$ cat config.mk
export PLATFORM = sky130hd
export DESIGN_NAME = decimating_fir_resampler
export DESIGN_NICKNAME = d
export VERILOG_FILES = /design/src/hw/rtl/dfir_pkg.sv /design/src/hw/rtl/dfir_mac.sv /design/src/hw/rtl/decimating_fir_resampler.sv
export SDC_FILE = /design/constraint.sdc
export NUM_CORES = 2
export LEC_CHECK = 0
export BUFFER_PORTS_ARGS = -buffer_cell sky130_fd_sc_hd__buf_4
export CORE_ASPECT_RATIO = 1.75
export CORE_UTILIZATION = 69
export DETAILED_ROUTE_END_ITERATION = 8
export PLACE_DENSITY_LB_ADDON = 0.25
export RECOVER_POWER = 100
export SKIP_LAST_GASP = 1
export SLEW_MARGIN = 20
export SYNTH_ARGS = -nofsm -noshare
export SYNTH_HDL_FRONTEND = slang
export SYNTH_HIERARCHICAL = 1
export SYNTH_SLANG_ARGS = --single-unit
$ cat constraint.sdc
create_clock -name clock -period 21.2 [get_ports clock]
set_input_delay 1.06 -clock clock [delete_from_list [all_inputs] [get_ports clock]]
set_output_delay 1.06 -clock clock [all_outputs]
set_load 0.005 [all_outputs]
$ cat src/hw/rtl/dfir_pkg.sv
// shared types and constants of the decimating fir resampler
// holds the state type, the mac control struct and the q1.17 coefficient rom
// no dependencies
package dfir_pkg;

   localparam int COEF_W      = 18;
   localparam int ROM_LEN     = 31;
   localparam int ROM_ADDR_W  = 5;
   localparam int TAP_IDX_W   = 7;
   localparam int ROUND_SHIFT = 17;
   localparam int ROUND_BIAS  = 65536;

   typedef enum logic [1:0] {
      ST_IDLE,
      ST_MAC,
      ST_DRAIN,
      ST_OUT
   } state_type;

   typedef struct packed {
      logic                 clear;
      logic                 valid;
      logic                 use_x;
      logic [TAP_IDX_W-1:0] tap;
   } mac_ctl_type;

   // hamming-windowed sinc, cutoff 1/3, unit sum
   localparam logic signed [COEF_W-1:0] COEF_ROM [ROM_LEN] = '{
      18'sd0,      18'sd232,    18'sd332,    18'sd0,
      -18'sd761,   -18'sd1118,  18'sd0,      18'sd2217,
      18'sd3029,   18'sd0,      -18'sd5552,  -18'sd7642,
      18'sd0,      18'sd17310,  18'sd35691,  18'sd43596,
      18'sd35691,  18'sd17310,  18'sd0,      -18'sd7642,
      -18'sd5552,  18'sd0,      18'sd3029,   18'sd2217,
      18'sd0,      -18'sd1118,  -18'sd761,   18'sd0,
      18'sd332,    18'sd232,    18'sd0
   };

   // taps past the rom read as zero
   function automatic logic signed [COEF_W-1:0] coef_at(input logic [TAP_IDX_W-1:0] idx);
      logic signed [COEF_W-1:0] val;
      if (idx < TAP_IDX_W'(ROM_LEN)) begin
         val = COEF_ROM[idx[ROM_ADDR_W-1:0]];
      end else begin
         val = '0;
      end
      return val;
   endfunction

endpackage

$ cat src/hw/rtl/dfir_mac.sv
// shared multiply-accumulate unit with round and saturate to the sample width
// depends on dfir_pkg for the coefficient rom and the mac control struct
module dfir_mac #(
   parameter int SAMPLE_BITS = 16
) (
   input  logic                           clock,
   input  logic                           reset,
   input  dfir_pkg::mac_ctl_type          ctl,
   input  logic signed [SAMPLE_BITS-1:0]  hist_data,
   input  logic signed [SAMPLE_BITS-1:0]  x_sample,
   output logic                           done,
   output logic signed [SAMPLE_BITS-1:0]  result
);

   localparam int PROD_W = SAMPLE_BITS + dfir_pkg::COEF_W;
   localparam int ACC_W  = PROD_W + dfir_pkg::TAP_IDX_W;
   localparam logic signed [ACC_W-1:0] SAT_HI = ACC_W'((2 ** (SAMPLE_BITS - 1)) - 1);
   localparam logic signed [ACC_W-1:0] SAT_LO = ACC_W'(-(2 ** (SAMPLE_BITS - 1)));

   logic signed [SAMPLE_BITS-1:0]     operand;
   logic signed [dfir_pkg::COEF_W-1:0] coef;
   logic signed [PROD_W-1:0]          prod_in;
   logic signed [PROD_W-1:0]          prod_ff;
   logic                              prod_valid_ff;
   logic                              prod_last_ff;
   logic signed [ACC_W-1:0]           acc_ff;
   logic signed [ACC_W-1:0]           rounded;
   logic signed [ACC_W-1:0]           shifted;
   logic signed [ACC_W-1:0]           sat;

   assign operand = ctl.use_x ? x_sample : hist_data;
   assign coef    = dfir_pkg::coef_at(ctl.tap);
   assign prod_in = operand * coef;

   always_ff @(posedge clock) begin
      if (reset) begin
         prod_valid_ff <= 1'b0;
         prod_last_ff  <= 1'b0;
      end else begin
         prod_valid_ff <= ctl.valid;
         prod_last_ff  <= ctl.valid & ctl.use_x;
      end
   end

   always_ff @(posedge clock) begin
      prod_ff <= prod_in;
      if (ctl.clear) begin
         acc_ff <= '0;
      end else if (prod_valid_ff) begin
         acc_ff <= acc_ff + ACC_W'(prod_ff);
      end
   end

   assign done = prod_valid_ff & prod_last_ff;

   // round half up, then clamp
   always_comb begin
      rounded = acc_ff + ACC_W'(dfir_pkg::ROUND_BIAS);
      shifted = rounded >>> dfir_pkg::ROUND_SHIFT;
      if (shifted > SAT_HI) begin
         sat = SAT_HI;
      end else if (shifted < SAT_LO) begin
         sat = SAT_LO;
      end else begin
         sat = shifted;
      end
   end

   assign result = SAMPLE_BITS'(sat);

endmodule

$ cat src/hw/rtl/decimating_fir_resampler.sv
// Decimating FIR resampler. One req_ transaction carries one sample; a rsp_
// transaction with the filtered value follows once TAPS samples have arrived
// since the last restart and the sample index minus TAPS-1 is a multiple of
// RATIO. For a sample that makes an output, the history sits in a memory with
// a write port and a read port, read one word per cycle into one shared
// multiplier via the read data, product and accumulator registers; round and
// saturate are combinational. No new sample is taken until its result is registered.
// Restart drops the history fill but keeps the decimation phase.
// depends on dfir_pkg and dfir_mac
module decimating_fir_resampler #(
   parameter int TAPS        = 31,
   parameter int RATIO       = 3,
   parameter int SAMPLE_BITS = 16
) (
   input  logic                          clock,
   input  logic                          reset,
   input  logic                          req_valid,
   output logic                          req_ready,
   input  logic signed [SAMPLE_BITS-1:0] req_sample,
   input  logic                          req_restart,
   output logic                          rsp_valid,
   input  logic                          rsp_ready,
   output logic signed [SAMPLE_BITS-1:0] rsp_filtered
);

   localparam int HIST_DEPTH   = TAPS - 1;
   localparam int ADDR_W       = $clog2(HIST_DEPTH);
   localparam int CNT_W        = $clog2(TAPS);
   localparam int PHASE_W      = $clog2(RATIO);
   localparam int PHASE_TARGET = HIST_DEPTH % RATIO;

   dfir_pkg::state_type state_ff, state_in;

   logic [SAMPLE_BITS-1:0]        hist_mem [HIST_DEPTH];
   logic [SAMPLE_BITS-1:0]        hist_rdata_ff;
   logic [ADDR_W-1:0]             wr_ptr_ff, wr_ptr_in;
   logic [ADDR_W-1:0]             rd_addr_ff, rd_addr_in;
   logic [CNT_W-1:0]              issue_cnt_ff, issue_cnt_in;
   logic [CNT_W-1:0]              fill_ff, fill_in, fill_eff;
   logic [PHASE_W-1:0]            phase_ff, phase_in;
   logic signed [SAMPLE_BITS-1:0] x_ff, x_in;
   logic                          rd_valid_ff, rd_is_x_ff;
   logic [CNT_W-1:0]              rd_idx_ff;
   logic                          rsp_valid_ff, rsp_valid_in;
   logic signed [SAMPLE_BITS-1:0] rsp_filtered_ff, rsp_filtered_in;

   logic                          accept;
   logic                          emit;
   logic                          issue_en;
   logic                          last_issue;
   logic                          out_fire;
   logic                          mem_we;
   logic [SAMPLE_BITS-1:0]        mem_wdata;
   logic                          mac_done;
   logic signed [SAMPLE_BITS-1:0] mac_result;
   dfir_pkg::mac_ctl_type         mac_ctl;

   assign fill_eff   = req_restart ? '0 : fill_ff;
   assign emit       = (fill_eff == CNT_W'(HIST_DEPTH)) && (phase_ff == PHASE_W'(PHASE_TARGET));
   assign last_issue = issue_cnt_ff == CNT_W'(HIST_DEPTH);

   // next state
   always_comb begin
      state_in = state_ff;
      case (state_ff)
         dfir_pkg::ST_IDLE: begin
            if (req_valid && emit) begin
               state_in = dfir_pkg::ST_MAC;
            end
         end
         dfir_pkg::ST_MAC: begin
            if (last_issue) begin
               state_in = dfir_pkg::ST_DRAIN;
            end
         end
         dfir_pkg::ST_DRAIN: begin
            if (mac_done) begin
               state_in = dfir_pkg::ST_OUT;
            end
         end
         dfir_pkg::ST_OUT: begin
            if (!rsp_valid_ff || rsp_ready) begin
               state_in = dfir_pkg::ST_IDLE;
            end
         end
         default: state_in = dfir_pkg::ST_IDLE;
      endcase
   end

   // state outputs
   always_comb begin
      req_ready = 1'b0;
      issue_en  = 1'b0;
      out_fire  = 1'b0;
      case (state_ff)
         dfir_pkg::ST_IDLE:  req_ready = 1'b1;
         dfir_pkg::ST_MAC:   issue_en  = 1'b1;
         dfir_pkg::ST_DRAIN: ;
         dfir_pkg::ST_OUT:   out_fire  = !rsp_valid_ff || rsp_ready;
         default: ;
      endcase
   end

   assign accept    = req_valid && req_ready;
   assign mem_we    = (accept && !emit) || out_fire;
   assign mem_wdata = out_fire ? x_ff : req_sample;

   always_comb begin
      fill_in      = fill_ff;
      phase_in     = phase_ff;
      x_in         = x_ff;
      wr_ptr_in    = wr_ptr_ff;
      rd_addr_in   = rd_addr_ff;
      issue_cnt_in = issue_cnt_ff;
      if (accept) begin
         fill_in      = (fill_eff == CNT_W'(HIST_DEPTH)) ? fill_eff : fill_eff + 1'b1;
         phase_in     = (phase_ff == PHASE_W'(RATIO - 1)) ? '0 : phase_ff + 1'b1;
         x_in         = req_sample;
         rd_addr_in   = wr_ptr_ff;
         issue_cnt_in = '0;
      end
      if (issue_en) begin
         issue_cnt_in = issue_cnt_ff + 1'b1;
         rd_addr_in   = (rd_addr_ff == ADDR_W'(HIST_DEPTH - 1)) ? '0 : rd_addr_ff + 1'b1;
      end
      if (mem_we) begin
         wr_ptr_in = (wr_ptr_ff == ADDR_W'(HIST_DEPTH - 1)) ? '0 : wr_ptr_ff + 1'b1;
      end
   end

   always_comb begin
      rsp_valid_in    = rsp_valid_ff;
      rsp_filtered_in = rsp_filtered_ff;
      if (out_fire) begin
         rsp_valid_in    = 1'b1;
         rsp_filtered_in = mac_result;
      end else if (rsp_ready) begin
         rsp_valid_in = 1'b0;
      end
   end

   always_ff @(posedge clock) begin
      if (reset) begin
         state_ff     <= dfir_pkg::ST_IDLE;
         fill_ff      <= '0;
         phase_ff     <= '0;
         wr_ptr_ff    <= '0;
         rd_valid_ff  <= 1'b0;
         rsp_valid_ff <= 1'b0;
      end else begin
         state_ff     <= state_in;
         fill_ff      <= fill_in;
         phase_ff     <= phase_in;
         wr_ptr_ff    <= wr_ptr_in;
         rd_valid_ff  <= issue_en;
         rsp_valid_ff <= rsp_valid_in;
      end
   end

   always_ff @(posedge clock) begin
      x_ff            <= x_in;
      rd_addr_ff      <= rd_addr_in;
      issue_cnt_ff    <= issue_cnt_in;
      rd_idx_ff       <= issue_cnt_ff;
      rd_is_x_ff      <= last_issue;
      rsp_filtered_ff <= rsp_filtered_in;
   end

   // history ring, oldest entry at the write pointer once full
   always_ff @(posedge clock) begin
      if (mem_we) begin
         hist_mem[wr_ptr_ff] <= mem_wdata;
      end
      hist_rdata_ff <= hist_mem[rd_addr_ff];
   end

   assign mac_ctl.clear = accept && emit;
   assign mac_ctl.valid = rd_valid_ff;
   assign mac_ctl.use_x = rd_is_x_ff;
   assign mac_ctl.tap   = dfir_pkg::TAP_IDX_W'(rd_idx_ff);

   dfir_mac #(
      .SAMPLE_BITS (SAMPLE_BITS)
   ) u_mac (
      .clock     (clock),
      .reset     (reset),
      .ctl       (mac_ctl),
      .hist_data (hist_rdata_ff),
      .x_sample  (x_ff),
      .done      (mac_done),
      .result    (mac_result)
   );

   assign rsp_valid    = rsp_valid_ff;
   assign rsp_filtered = rsp_filtered_ff;

   a_fill_bound: assert property (@(posedge clock) disable iff (reset)
      fill_ff <= CNT_W'(HIST_DEPTH))
      else $error("fill count past history length");

   a_phase_bound: assert property (@(posedge clock) disable iff (reset)
      {1'b0, phase_ff} < (PHASE_W + 1)'(RATIO))
      else $error("phase count out of range");

   a_mac_needs_full: assert property (@(posedge clock) disable iff (reset)
      (accept && emit) |-> (fill_ff == CNT_W'(HIST_DEPTH) && !req_restart))
      else $error("mac started without full history");

   a_done_in_drain: assert property (@(posedge clock) disable iff (reset)
      mac_done |-> (state_ff == dfir_pkg::ST_DRAIN))
      else $error("mac finished outside drain");

   a_no_overwrite: assert property (@(posedge clock) disable iff (reset)
      out_fire |-> (!rsp_valid_ff || rsp_ready))
      else $error("result register overwritten while held");

endmodule

==> parameters.txt <==
Parameter                              Value

Run status
  Result of the run ... finished with violations
  Failing checks ... capacitance limit, slew limit

Placement
  RD Place Congestion ... 0.9750
  Count of buffers from port buffering ... 38
  HPWL reported at the end of detailed placement ... 72630 um

Setup path
  Slowest stage cell, crit path ... o21ai_0
  Worst Setup End Kind ... register
  Critical Setup Path Class ... register to register
  Required time at the worst-slack endpoint ... 21.77 ns
  Max incr delay on CP ... 0.98 ns
  Highest net fanout along the worst path ... 11
  WP data arrival ... 9.39 ns
  Startpoint kind of the worst setup timing path ... register

Timing
  Clk_skew ... 0.02974 ns
  Slew margin rel. ... -419.5%
  Final critical-path share of the clock period ... 41.62%
  Slew at the pin with the worst max-slew slack ... 7.793 ns
  Setup Total Neg Slack ... 0 ns
  Number of slew-limit violations in the final report ... 250
  Number of failing setup endpoints in the final timing report ... 0
  Peak Freq ... 0.1133 GHz
  Post-route minimum period ... 8.824 ns
  Final count of hold timing violations ... 0
  RSZ-0062 raised after global routing ... no

Yosys
  Number of warning messages in the yosys log ... 6
  Synthesized area per cell ... 12.53 sq um
  Number of distinct library cells after synthesis ... 81
  Post-synthesis async set-or-reset flop share ... 0%
  Post-Synthesis Cell Area ... 0.03777 sq mm
  Instance count of the mapped netlist ... 3015
  Number of enable flip-flop cells after synthesis ... 522
  Dominant synthesized flop cell ... edfxtp_1
  Flip-flop and latch count after synthesis ... 637
  Share of the yosys chip area belonging to registers ... 47.60%

CTS
  Sink count of the clock tree ... 637
  Clock buffers created by TritonCTS ... 54
  Number of buffers on the longest clock path ... 3
  Number of buffers inserted for hold repair after clock tree synthesis ... 0
  Clk pin slew, worst setup/hold paths ... 0.07 ns
  CTS resizes ... 0
  TritonCTS clock tree ... done
  Worst skew pair latency ... 0.65 ns
  CTS root buffer ... clkbuf_16
  Setup Fix Bufs, Post-CTS ... 0
  Depth of the CTS H-tree ... 2

GRT
  Met2 track demand over resource ... 69.42%
  Via count of the first global-routing pass ... 26871
  Pin count of the biggest net entering global routing ... 104
  Initial antenna violation count ... 2
  Met1 usage ... 39.74%
  Overall track demand over capacity in global routing ... 39.57%
  Global route hottest layer ... met2
  Wire length of the first global-routing pass ... 158300 um
  Global routing usage on met3 ... 7.284%
  Grt total ovfl ... 0

Die
  Number of top-level design ports ... 39
  Die Area ... 0.05571 sq mm
  Standard-cell row count ... 113
  DIE WIDTH ... 178.9 um
  Initial standard-cell utilization of the core ... 69.75%
  Core region area ... 0.05415 sq mm
  Vert. Die Dim ... 311.5 um

Route
  1st-iter DRT viols ... 2616
  Remaining number of nets flagged by the antenna check after routing ... 0
  Ratio of routed vias to standard cells ... 6.602
  Via Count ... 25028
  Average detailed-routed wire length per instance ... 27.86 um
  Iteration count of the initial detailed-routing pass ... 8
  Post-route DRC violation count ... 0
  Final wirelength ... 105600 um

Cells and area
  Most common cell after layout, fill and taps aside ... edfxtp_1
  Number of filler instances in the final layout ... 3465
  Layout cells sized above 1 ... 8.524%
  Most frequent cells in the layout ... 522 x edfxtp_1, 351 x inv_1, 303 x nor2_1
  Number of nets in the finished design ... 3504
  Combined area of the multi-input logic cells ... 0.01785 sq mm
  Area taken by flip-flops and latches ... 0.01798 sq mm
  Area added between synthesis and finish ... 7.020%

Hold path
  Worst Hold Class ... register to register

Job
  Maxcap violations ... 8
-- critical path: cells and delay by family (launching register included) --
kind | cells | cell delay [ns]
simple gates | 3 | 0.76
fa+ha+maj | 8 | 3.66
xor+xnor | 1 | 0.14
flops | 1 | 0.51
compound gates | 9 | 3.18
buf+inv | 6 | 0.50
-- kinds of logic (layout without fill, tap and decap cells) --
family / Yosys count / in the layout / share of synthesized area [%]
fa+ha+maj: 430 / 430 / 19.85
mux: 239 / 239 / 9.289
compound gates: 411 / 411 / 7.226
simple gates: 726 / 726 / 8.570
xor+xnor: 99 / 99 / 2.296
buf+inv: 472 / 547 / 5.158
other cells: 1 / 12 / 0.009929
flops: 637 / 637 / 47.60
-- final cells by class --
cell class	count	share of cell area (%)
clock inverter	36	1.210
clock buffer	64	3.489
antenna	4	0.02476
multi-input combinational	1913	44.16
tap	690	2.136
sequential	637	44.48
inverter	352	3.269
timing repair buffer	95	1.226
-- synthesized netlist by cell type (all sizes together), types with 38 or more instances --
master,n,area [sq um]
nand2,204,765.7
fa,282,5645
nand2b,39,244.0
buf,49,360.3
o21ai,87,442.9
xnor2,69,604.3
mux2i,112,1121
ha,148,1852
edfxtp,522,15680
inv,352,1321
dfxtp,115,2302
nor2,303,1137
mux4,84,1903
a21oi,102,510.5
mux2,43,484.2
clkbuf,71,266.5
nand3,38,190.2
-- metrics by stage --
stage | instance area, sq um | hold slack (ns) | utilization (%) | instances | setup slack (ns)
6_report | 40420 | 0.4211 | 74.64 | 3791 | 12.38
5_1_grt | 40410 | 0.4365 | 74.62 | 3787 | 11.65
4_1_cts | 40680 | 0.4283 | 75.12 | 3787 | 12.63
3_5_place_dp | 38780 | 0.4012 | 71.61 | 3687 | 12.66
3_3_place_gp | 38780 | 0.4003 | 71.61 | 3687 | 12.78
2_1_floorplan | 37790 | 0.3838 | - | 3022 | 13.91
-- path summary, 6_finish.rpt --
path	start	end	slack [ns]	depth (start not counted)
max	rd_idx_ff[1]	u_mac/prod_ff[32]	12.38	27
min	issue_cnt_ff[4]	rd_idx_ff[4]	0.42	0
max reg2reg	rd_idx_ff[1]	u_mac/prod_ff[32]	12.38	27
min reg2reg	issue_cnt_ff[4]	rd_idx_ff[4]	0.42	0
-- sequential cells by signal, summed over array words and instances, names as in the netlist --
register	flops
hist_rdata_ff	16
state_ff	2
x_ff	16
hist_mem	480
issue_cnt_ff	5
rsp_valid	1
u_mac/prod_last_ff	1
rd_addr_ff	5
rd_idx_ff	5
u_mac/acc_ff	41
rd_is_x_ff	1
phase_ff	2
u_mac/prod_valid_ff	1
wr_ptr_ff	5
rd_valid_ff	1
rsp_filtered	16
fill_ff	5
u_mac/prod_ff	34
-- layer usage --
metal / wire length [um] / vias up / share of wire [%]
li1: - / 10584 / -
met1: 31610 / 12370 / 30
met2: 55600 / 1498 / 53
met3: 7912 / 574 / 7.5
met4: 10490 / 2 / 9.9
met5: 13 / - / 0.012
Power is not shown: default switching activity piles up to over one toggle a cycle in this logic, so the estimate is an artifact.
